File: src/rtl/wsd_pkg.sv
package wsd_pkg;

  // Width of the stored payload length; extended lengths above its range saturate.
  localparam int LENGTH_BITS = 64;

  localparam logic [6:0] LEN16_CODE = 7'd126;
  localparam logic [6:0] LEN64_CODE = 7'd127;

  localparam logic [3:0] OP_TEXT  = 4'd1;
  localparam logic [3:0] OP_CLOSE = 4'd8;
  localparam logic [3:0] OP_PING  = 4'd9;

  localparam logic [1:0] ACT_TEXT   = 2'd0;
  localparam logic [1:0] ACT_PONG   = 2'd1;
  localparam logic [1:0] ACT_CLOSE  = 2'd2;
  localparam logic [1:0] ACT_IGNORE = 2'd3;

  typedef struct packed {
    logic [7:0] data_byte;
    logic       conn_start;
  } in_word_t;

  typedef struct packed {
    logic [7:0] payload_byte;
    logic       has_byte;
    logic [3:0] frame_opcode;
    logic       final_flag;
    logic [1:0] action;
    logic       frame_end;
  } out_word_t;

endpackage

File: src/rtl/wsd_parser.sv
module wsd_parser (
  input  logic             clk,
  input  logic             rst_n,
  input  logic             take,
  input  wsd_pkg::in_word_t  in_word,
  output logic             res_valid,
  output wsd_pkg::out_word_t res_word
);
  import wsd_pkg::*;

  typedef enum logic [2:0] {
    PH_HDR0    = 3'd0,
    PH_HDR1    = 3'd1,
    PH_EXTLEN  = 3'd2,
    PH_MASK    = 3'd3,
    PH_PAYLOAD = 3'd4,
    PH_CLOSED  = 3'd5
  } phase_t;

  localparam logic [LENGTH_BITS-1:0] LEN_MAX = {LENGTH_BITS{1'b1}};

  phase_t                 phase_r, phase_nxt, ph_cur;
  logic                   fin_r, fin_nxt, fin_cur;
  logic [3:0]             op_r, op_nxt, op_cur;
  logic                   masked_r, masked_nxt, masked_cur;
  logic [3:0]             hbl_r, hbl_nxt, hbl_cur, hbl_dec;
  logic [LENGTH_BITS-1:0] len_r, len_nxt, len_cur, len_shift, len_final, len_known;
  logic                   ovf_r, ovf_nxt, ovf_cur, ovf_shift;
  logic [31:0]            key_r, key_nxt, key_cur;
  logic [1:0]             kidx_r, kidx_nxt, kidx_cur;
  logic [7:0]             b, key_byte;
  logic                   close_frame;

  function automatic logic [1:0] action_of(input logic [3:0] op);
    logic [1:0] a;
    case (op)
      OP_TEXT:  a = ACT_TEXT;
      OP_PING:  a = ACT_PONG;
      OP_CLOSE: a = ACT_CLOSE;
      default:  a = ACT_IGNORE;
    endcase
    return a;
  endfunction

  always_comb begin
    b = in_word.data_byte;
    // a new connection starts from the reset state before this word is parsed
    ph_cur     = in_word.conn_start ? PH_HDR0 : phase_r;
    fin_cur    = in_word.conn_start ? 1'b0 : fin_r;
    op_cur     = in_word.conn_start ? 4'd0 : op_r;
    masked_cur = in_word.conn_start ? 1'b0 : masked_r;
    hbl_cur    = in_word.conn_start ? 4'd0 : hbl_r;
    len_cur    = in_word.conn_start ? '0 : len_r;
    ovf_cur    = in_word.conn_start ? 1'b0 : ovf_r;
    key_cur    = in_word.conn_start ? 32'd0 : key_r;
    kidx_cur   = in_word.conn_start ? 2'd0 : kidx_r;

    hbl_dec   = hbl_cur - 4'd1;
    len_shift = {len_cur[LENGTH_BITS-9:0], b};
    ovf_shift = ovf_cur | (len_cur[LENGTH_BITS-1 -: 8] != 8'd0);
    len_final = ovf_shift ? LEN_MAX : len_shift;
    close_frame = (op_cur == OP_CLOSE);

    case (kidx_cur)
      2'd0:    key_byte = key_cur[31:24];
      2'd1:    key_byte = key_cur[23:16];
      2'd2:    key_byte = key_cur[15:8];
      default: key_byte = key_cur[7:0];
    endcase
    if (!masked_cur) key_byte = 8'd0;

    phase_nxt  = ph_cur;
    fin_nxt    = fin_cur;
    op_nxt     = op_cur;
    masked_nxt = masked_cur;
    hbl_nxt    = hbl_cur;
    len_nxt    = len_cur;
    ovf_nxt    = ovf_cur;
    key_nxt    = key_cur;
    kidx_nxt   = kidx_cur;
    len_known  = len_cur;

    res_valid             = 1'b0;
    res_word.payload_byte = 8'd0;
    res_word.has_byte     = 1'b0;
    res_word.frame_opcode = op_cur;
    res_word.final_flag   = fin_cur;
    res_word.action       = action_of(op_cur);
    res_word.frame_end    = 1'b1;

    case (ph_cur)
      PH_HDR0: begin
        fin_nxt   = b[7];
        op_nxt    = b[3:0];
        phase_nxt = PH_HDR1;
      end
      PH_HDR1, PH_EXTLEN, PH_MASK: begin
        // settle the length, then either fetch the key or finish the header
        logic length_done;
        logic header_end;
        length_done = 1'b0;
        header_end  = 1'b0;
        if (ph_cur == PH_HDR1) begin
          masked_nxt = b[7];
          ovf_nxt    = 1'b0;
          len_nxt    = '0;
          if (b[6:0] == LEN16_CODE) begin
            hbl_nxt   = 4'd2;
            phase_nxt = PH_EXTLEN;
          end else if (b[6:0] == LEN64_CODE) begin
            hbl_nxt   = 4'd8;
            phase_nxt = PH_EXTLEN;
          end else begin
            len_known   = LENGTH_BITS'(b[6:0]);
            len_nxt     = len_known;
            length_done = 1'b1;
          end
        end else if (ph_cur == PH_EXTLEN) begin
          hbl_nxt = hbl_dec;
          len_nxt = len_shift;
          ovf_nxt = ovf_shift;
          if (hbl_dec == 4'd0) begin
            len_known   = len_final;
            len_nxt     = len_final;
            length_done = 1'b1;
          end
        end else begin
          key_nxt   = {key_cur[23:0], b};
          hbl_nxt   = hbl_dec;
          len_known = len_cur;
          if (hbl_dec == 4'd0) header_end = 1'b1;
        end

        if (length_done) begin
          if (masked_nxt) begin
            hbl_nxt   = 4'd4;
            key_nxt   = 32'd0;
            phase_nxt = PH_MASK;
          end else begin
            header_end = 1'b1;
          end
        end

        if (header_end) begin
          kidx_nxt = 2'd0;
          if (len_known == '0) begin
            // empty payload: post a notice and close out the frame
            res_valid = 1'b1;
            phase_nxt = close_frame ? PH_CLOSED : PH_HDR0;
          end else begin
            phase_nxt = PH_PAYLOAD;
          end
        end
      end
      PH_PAYLOAD: begin
        kidx_nxt              = kidx_cur + 2'd1;
        len_nxt               = len_cur - LENGTH_BITS'(1);
        res_valid             = 1'b1;
        res_word.payload_byte = b ^ key_byte;
        res_word.has_byte     = 1'b1;
        res_word.frame_end    = (len_cur == LENGTH_BITS'(1));
        if (len_cur == LENGTH_BITS'(1)) phase_nxt = close_frame ? PH_CLOSED : PH_HDR0;
      end
      PH_CLOSED: begin
        phase_nxt = PH_CLOSED;
      end
      default: begin
        phase_nxt = PH_HDR0;
      end
    endcase
  end

  always_ff @(posedge clk) begin
    if (!rst_n) begin
      phase_r  <= PH_HDR0;
      fin_r    <= 1'b0;
      op_r     <= 4'd0;
      masked_r <= 1'b0;
      hbl_r    <= 4'd0;
      len_r    <= '0;
      ovf_r    <= 1'b0;
      key_r    <= 32'd0;
      kidx_r   <= 2'd0;
    end else if (take) begin
      phase_r  <= phase_nxt;
      fin_r    <= fin_nxt;
      op_r     <= op_nxt;
      masked_r <= masked_nxt;
      hbl_r    <= hbl_nxt;
      len_r    <= len_nxt;
      ovf_r    <= ovf_nxt;
      key_r    <= key_nxt;
      kidx_r   <= kidx_nxt;
    end
  end

endmodule

File: src/rtl/wsd_out_reg.sv
module wsd_out_reg (
  input  logic               clk,
  input  logic               rst_n,
  input  logic               push,
  input  wsd_pkg::out_word_t push_word,
  output logic               in_ready,
  output logic               out_valid,
  input  logic               out_ready,
  output wsd_pkg::out_word_t out_word
);
  import wsd_pkg::*;

  logic      valid_r;
  out_word_t word_r;

  // accept upstream whenever the held word leaves this cycle or there is none
  assign in_ready  = !valid_r || out_ready;
  assign out_valid = valid_r;
  assign out_word  = word_r;

  always_ff @(posedge clk) begin
    if (!rst_n) begin
      valid_r <= 1'b0;
    end else if (push) begin
      valid_r <= 1'b1;
    end else if (out_ready) begin
      valid_r <= 1'b0;
    end
  end

  always_ff @(posedge clk) begin
    if (push) word_r <= push_word;
  end

endmodule

File: src/rtl/websocket_frame_deframer.sv
// Receive-side WebSocket frame parser: takes one stream word (byte) per cycle, sustained,
// and returns each payload byte unmasked, tagged with opcode, FIN, an action code and an
// end-of-frame mark; a frame with an empty payload yields one notice word with has_byte
// low. Header and mask-key words give no result. The parse state and the word's result
// are both registered at the edge that accepts the word, so a result is offered on
// out_valid in the very next cycle. The output register alone sets the rate: a new word
// is taken every cycle unless a result is held there with out_ready low, and while it is
// held no word is taken, header words included. After a close frame all words are dropped
// until one arrives with conn_start high, which restarts the parser at that word.
module websocket_frame_deframer (
  input  logic               clk,
  input  logic               rst_n,
  input  logic               in_valid,
  output logic               in_ready,
  input  wsd_pkg::in_word_t  in_word,
  output logic               out_valid,
  input  logic               out_ready,
  output wsd_pkg::out_word_t out_word
);
  import wsd_pkg::*;

  logic      in_fire;
  logic      res_valid;
  out_word_t res_word;

  // advance the parser only on an accepted word
  assign in_fire = in_valid && in_ready;

  // header walk, length capture, mask key, payload unmasking
  wsd_parser u_parser (
    .clk       (clk),
    .rst_n     (rst_n),
    .take      (in_fire),
    .in_word   (in_word),
    .res_valid (res_valid),
    .res_word  (res_word)
  );

  // hold the result until the consumer takes it
  wsd_out_reg u_out_reg (
    .clk       (clk),
    .rst_n     (rst_n),
    .push      (in_fire && res_valid),
    .push_word (res_word),
    .in_ready  (in_ready),
    .out_valid (out_valid),
    .out_ready (out_ready),
    .out_word  (out_word)
  );

endmodule

File: config.mk
export PLATFORM = sky130hd
export DESIGN_NAME = websocket_frame_deframer
export DESIGN_NICKNAME = d
export VERILOG_FILES = /design/src/rtl/wsd_pkg.sv /design/src/rtl/wsd_parser.sv /design/src/rtl/wsd_out_reg.sv /design/src/rtl/websocket_frame_deframer.sv
export SDC_FILE = /design/constraint.sdc
export NUM_CORES = 1
export LEC_CHECK = 0
export BUFFER_PORTS_ARGS = -buffer_cell sky130_fd_sc_hd__buf_2
export CAP_MARGIN = 20
export CORE_AREA = 5 5 128 130
export CTS_CLUSTER_DIAMETER = 40
export DETAILED_ROUTE_END_ITERATION = 8
export DIE_AREA = 0 0 133 135
export PLACE_DENSITY = 0.79
export SYNTH_ARGS = -nofsm -noshare
export SYNTH_HDL_FRONTEND = slang
export SYNTH_SLANG_ARGS = --single-unit
File: constraint.sdc
create_clock -name clk -period 7.7 [get_ports clk]
set_clock_uncertainty 0.1 [all_clocks]
set_input_delay 2.31 -clock clk [delete_from_list [all_inputs] [get_ports clk]]
set_output_delay 2.31 -clock clk [all_outputs]
set_load 0.05 [all_outputs]
* Word level (Yosys, flattened, before mapping)
Index checks and enable logic that the tools add are counted.
Cells by class: add/sub/neg operators 3, $mul 0, divide/modulo/power cells 0, magnitude comparators 0, eq/ne operators 13, shift operators 0, multiplexer cells 73, bitwise operators 2, reduce and logical (&&, ||, !) cells 11
Operators with widths (count):
- 64-bit 2-to-1 mux | 12
- 32-bit 2-to-1 mux | 6
- 64-bit one-hot mux with 2 select lines | 1
- 64-bit by 1-bit equality test with 1-bit output (second input constant) | 1
- 64-bit logical NOT | 1
- 64-bit by 1-bit subtractor with 64-bit output (second input constant) | 1
- 4-bit 2-to-1 mux | 9
- 3-bit 2-to-1 mux | 10
- 1-bit 2-to-1 mux | 26
- 8-bit one-hot mux with 3 select lines | 1
- 7-bit equality test (second input constant) | 2
- 3-bit one-hot mux with 4 select lines | 1
- 4-bit equality test (second input constant) | 2
- 8-bit 2-to-1 mux | 1
- 8-bit nonzero test | 1
- 8-bit bitwise XOR | 1
- 7-bit 2-to-1 mux | 1
- 3-bit by 2-bit equality test with 1-bit output (second input constant) | 2
- 3-bit equality test (second input constant) | 2
- 2-bit one-hot mux with 3 select lines | 1
- 4-bit by 1-bit equality test with 1-bit output (second input constant) | 1
- 4-bit logical NOT | 1
- 2-bit 2-to-1 mux | 2
- 2-bit one-hot mux with 2 select lines | 1
- 14 further kinds | 15
Word-level totals: register bits 130, bits in latches 0, bits in writable memories 0, bits in read-only memories 0, input bits 13, output and inout bits 19, memories 0

* Depth between registers and ports, before layout
word-level depth 14, depth in mapped cells 18, mapped depth without buffers 11

* By module
Synthesis repeated with hierarchy kept, for this count alone.
Second synthesis, totals: cell total of the unflattened synthesis 1212, area, all modules 8699.6 sq um
By module, submodules not included:
- wsd_parser | times used 1, cells an instance 1189, area each 8127.8 sq um
- wsd_out_reg | times used 1, cells an instance 21, area each 559.3 sq um
- websocket_frame_deframer | times used 1, cells an instance 2, area each 12.5 sq um

* Least setup slack after synthesis
OpenSTA, ideal clock, no wires.
path kind input to register, from input in_word[0] in the netlist's numbering, to register u_out_reg.word_r, in the netlist u_out_reg.out_word[0], enable pin, arrival time 6209 ps, slack 1001 ps, stages on the path 17, buffers on the path 6, cells stage by stage buf_2 > buf_2 > buf_2 > buf_1 > clkbuf_1 > nor2b_1 > inv_1 > ha_1 > xnor2_1 > and4_1 > clkbuf_1 > nand2_1 > o22a_1 > o31a_1 > nor4_4 > a21oi_1 > nor2_1
Between the ends: word-level cells in the longest chain between the ends 13, elaborated cells on any way between the ends 37
Ends and longest elaborated chain:
- start: declaration | line websocket_frame_deframer.sv:15 | input wsd_pkg::in_word_t in_word,
- branches (longest 11 deep; another with 4-bit by 1-bit subtractor with 4-bit output)
- 1-bit one-hot mux with 2 select lines * | line wsd_parser.sv:91 | case (ph_cur)
- 1-bit logical AND * | line websocket_frame_deframer.sv:43 | .push (in_fire && res_valid),
- net u_out_reg.push | line wsd_out_reg.sv:4 | input logic push,
- end signal: assignment | line wsd_out_reg.sv:32 | if (push) word_r <= push_word;
- end: declaration | line wsd_out_reg.sv:14 | out_word_t word_r;
Mark *: on every way through the listed nets, which the timed path passes. The select of a mux whose other input is x is not followed. A chain may end at the register's enable or synchronous reset.

* Final worst setup path
from input in_word[0] in the netlist's numbering, to register u_parser.len_r[44]
Between the ends: word-level cells in the longest chain between the ends 8, elaborated cells on any way between the ends 19
Ends and longest elaborated chain:
- branches (longest 7 deep; another with 64-bit by 1-bit subtractor with 64-bit output)
- 64-bit one-hot mux with 2 select lines * | line wsd_parser.sv:91
- end signal: assignment | line wsd_parser.sv:190 | len_r <= len_nxt;
- end: declaration | line wsd_parser.sv:27 | logic [LENGTH_BITS-1:0] len_r, len_nxt, len_cur, len_shift, len_final, len_known;
Every way passes the cells marked *.

==> impl_metrics.toml <==
[outcome]
run_status = "finished clean"

[cts]
clkSlewWorstSetupHoldPaths_ns = 0.06
clock_latency_on_the_worst_skew_pair_ns = 0.44
cts_inserted_buffers = 17
hold_buffers = 0
cts.htree.levels = 4
postCtsResizedCells = 0
cts_num_sinks = 130
clock_tree.buffer_depth = 2
tritoncts = "done"
clockRootBuffer = "sky130_fd_sc_hd__clkbuf_16"
buffer_count_from_post_cts_setup_fixing = 0

[sta]
finalSetupTns_ns = 0
final_hold_violation_count = 0
maxSlewViolCount = 0
post-route-period-util = 0.745
max-slew-margin-rel = 0.246
timing.hold.ws_ns = 0.381
fin_crit_ns = 5.74
fmax_mhz = 174
transition_time_of_the_tightest_slew_check_pin_ns = 1.12
setup_repair_after_global_routing_missed_its_margin = "false"
finalSetupViolations = 0

[synthesis]
postSynthRegisterBits = 130
mappedNetlistNets = 1222
post_synth_num_cell_types = 75
synthArstFlopShare = 0
syn-mean-instance-area_sq_um = 7.33
ys_seq_area_frac = 0.315
synthCells = 1201
synth-edff-count = 17
synth-main-ff-cell = "sky130_fd_sc_hd__dfxtp_1"
ys.warnings.count = 0
synthesis.area_sq_um = 8800

[layout]
final_nets = 1174
design_area_sq_um = 9460
antenna-diode-count = 0
mostFrequentLayoutCells = "sky130_fd_sc_hd__nor2_1, sky130_fd_sc_hd__o21ai_0, sky130_fd_sc_hd__dfxtp_1"
seq_area_sq_um = 2770
filler_cell_count = 1350
finalNonFillerCells = 1354
layout-area-overhead-vs-synth_pct = 7.49
layout-drive-gt1-share = 0.0986
most_common_cell_after_layout_fill_and_taps_aside = "sky130_fd_sc_hd__nor2_1"
multi_input_area_sq_um = 5520

[floorplan]
start_util = 0.585
floorplan.rows = 45
i_o_pin_count = 32
die_w_um = 133
design.core.area_sq_um = 15000
design.die.area_sq_um = 18000
die_h_um = 135

[global_routing]
grt-ovfl-total = 0
via_count_of_the_first_global_routing_pass = 9019
grt_first_pass_wirelength_um = 48400
grt_start_max_net_pins = 80
global_route.usage.total = 0.331
number_of_antenna_violations_at_the_first_check_in_global_routing = 0

[power_and_ir_drop]
power.density_nw_per_um2 = 189
worst_ir_drop_vdd_uv = 169
leakage_uw = 0.00328
totalPowerFinal_uw = 1790

[detailed_routing]
drt_wl_total_um = 30300
drt_drc_violations_left = 0
drtPass1Iterations = 7
drt_iter0_drc = 1644
ant_nets = 0
routed_via_density = 7.29
average_wire_per_standard_cell_um = 22.4
dr_total_vias = 9872

[setup_path]
worst_ep_arrival_time_ns = 5.99
critPathMaxFanout = 25
path_class = "primary input to register"
timing.critical_path.required_ns = 7.96
crit_path_start_kind = "primary input"
setup_crit_end_kind = "register"

[job]
max_cap_violations = 0

[placement]
finalWeightedCongestion = 1.03
place.detailed.instances = 1321
portBuffers = 31
hpwlAfterDp_um = 19700
dpl-instance-area_sq_um = 8910

[min_path]
timing.hold.worst.class = "register to register"
==> critical path: stages <==
cell and delay (ns):
sky130_fd_sc_hd__buf_2 0.39, sky130_fd_sc_hd__inv_1 0.34, sky130_fd_sc_hd__nand3_1 0.67, sky130_fd_sc_hd__clkinv_1 0.78, sky130_fd_sc_hd__o211ai_1 0.56, sky130_fd_sc_hd__nor4_1 0.14, sky130_fd_sc_hd__buf_4 0.19, sky130_fd_sc_hd__o21ai_1 0.13
sky130_fd_sc_hd__nor2_1 0.08, sky130_fd_sc_hd__a21oi_1 0.15, sky130_fd_sc_hd__o21ai_1 0.08, sky130_fd_sc_hd__a21oi_1 0.15
==> registers in the layout (all words and copies together), names as in the netlist <==
name and count:
u_parser.phase_r 3, u_parser.masked_r 1, u_parser.len_r 64, u_parser.kidx_r 2, u_out_reg.out_valid 1, u_parser.ovf_r 1
u_parser.key_r 32, u_parser.op_r 4, u_out_reg.out_word 17, u_parser.hbl_r 4, u_parser.fin_r 1
==> synth_stat cells (all sizes together), types with 19 or more instances <==
cell type,instances,share of area
dfxtp,113,0.26
o221ai,44,0.044
nor3,44,0.025
a21oi,101,0.057
o21ai,133,0.076
nor4,30,0.029
nor2,161,0.070
or3,19,0.014
clkbuf,95,0.041
a22oi,44,0.038
a31oi,32,0.023
buf,25,0.012
nand2,106,0.045
==> layer usage <==
layer / part of all wire / global-route usage
met1: 0.39 / 0.421
met2: 0.46 / 0.540
met3: 0.11 / 0.0708
met4: 0.038 / 0.147
met5: 0 / 0
==> logic make-up after synthesis <==
| logic type | after synthesis | share of synthesized area |
|---|---|---|
| and+or+nand+nor | 445 | 0.249 |
| DFF | 130 | 0.315 |
| adders and majority gates | 8 | 0.0114 |
| buffers and inverters | 139 | 0.0610 |
| muxes | 8 | 0.00924 |
| AOI/OAI and AO/OA | 461 | 0.344 |
| xor gates and xnor gates | 10 | 0.00995 |
==> metrics by stage <==
step,worst slack (ns),util
3_5_place_dp,1.69,0.593
4_1_cts,2.12,0.629
2_1_floorplan,1.00,-
3_3_place_gp,1.68,0.593
6_report,1.96,0.629
5_1_grt,1.78,0.629
==> worst paths after layout <==
path              slack [ns]  depth (start not counted)                              from                               to
setup reg to reg        3.76                         12  u_parser.phase_r[0]$_SDFFE_PN0P_  u_parser.len_r[44]$_SDFFE_PN0P_
hold reg to reg         0.38                          1   u_parser.kidx_r[0]$_SDFFE_PN0P_  u_parser.kidx_r[0]$_SDFFE_PN0P_
hold / removal          0.38                          1   u_parser.kidx_r[0]$_SDFFE_PN0P_  u_parser.kidx_r[0]$_SDFFE_PN0P_
setup / recovery        1.96                         12                        in_word[0]  u_parser.len_r[44]$_SDFFE_PN0P_
==> layout make-up <==
class / count / area share
clock buffer: 18 / 0.0454
clock inverter: 14 / 0.0124
inverter: 19 / 0.00754
multi-input combinational: 932 / 0.583
sequential: 130 / 0.293
tap: 188 / 0.0249
timing repair buffer: 53 / 0.0336
==> where the power goes <==
| part | leakage [uW] | switching [uW] | total [uW] | internal, uW |
|---|---|---|---|---|
| sequential | 0.00106 | 23.1 | 721 | 698 |
| combinational | 0.00195 | 210 | 302 | 92.2 |
| clock | 0.000273 | 342 | 762 | 421 |
No activity file was read; power rests on OpenSTA's default activity.
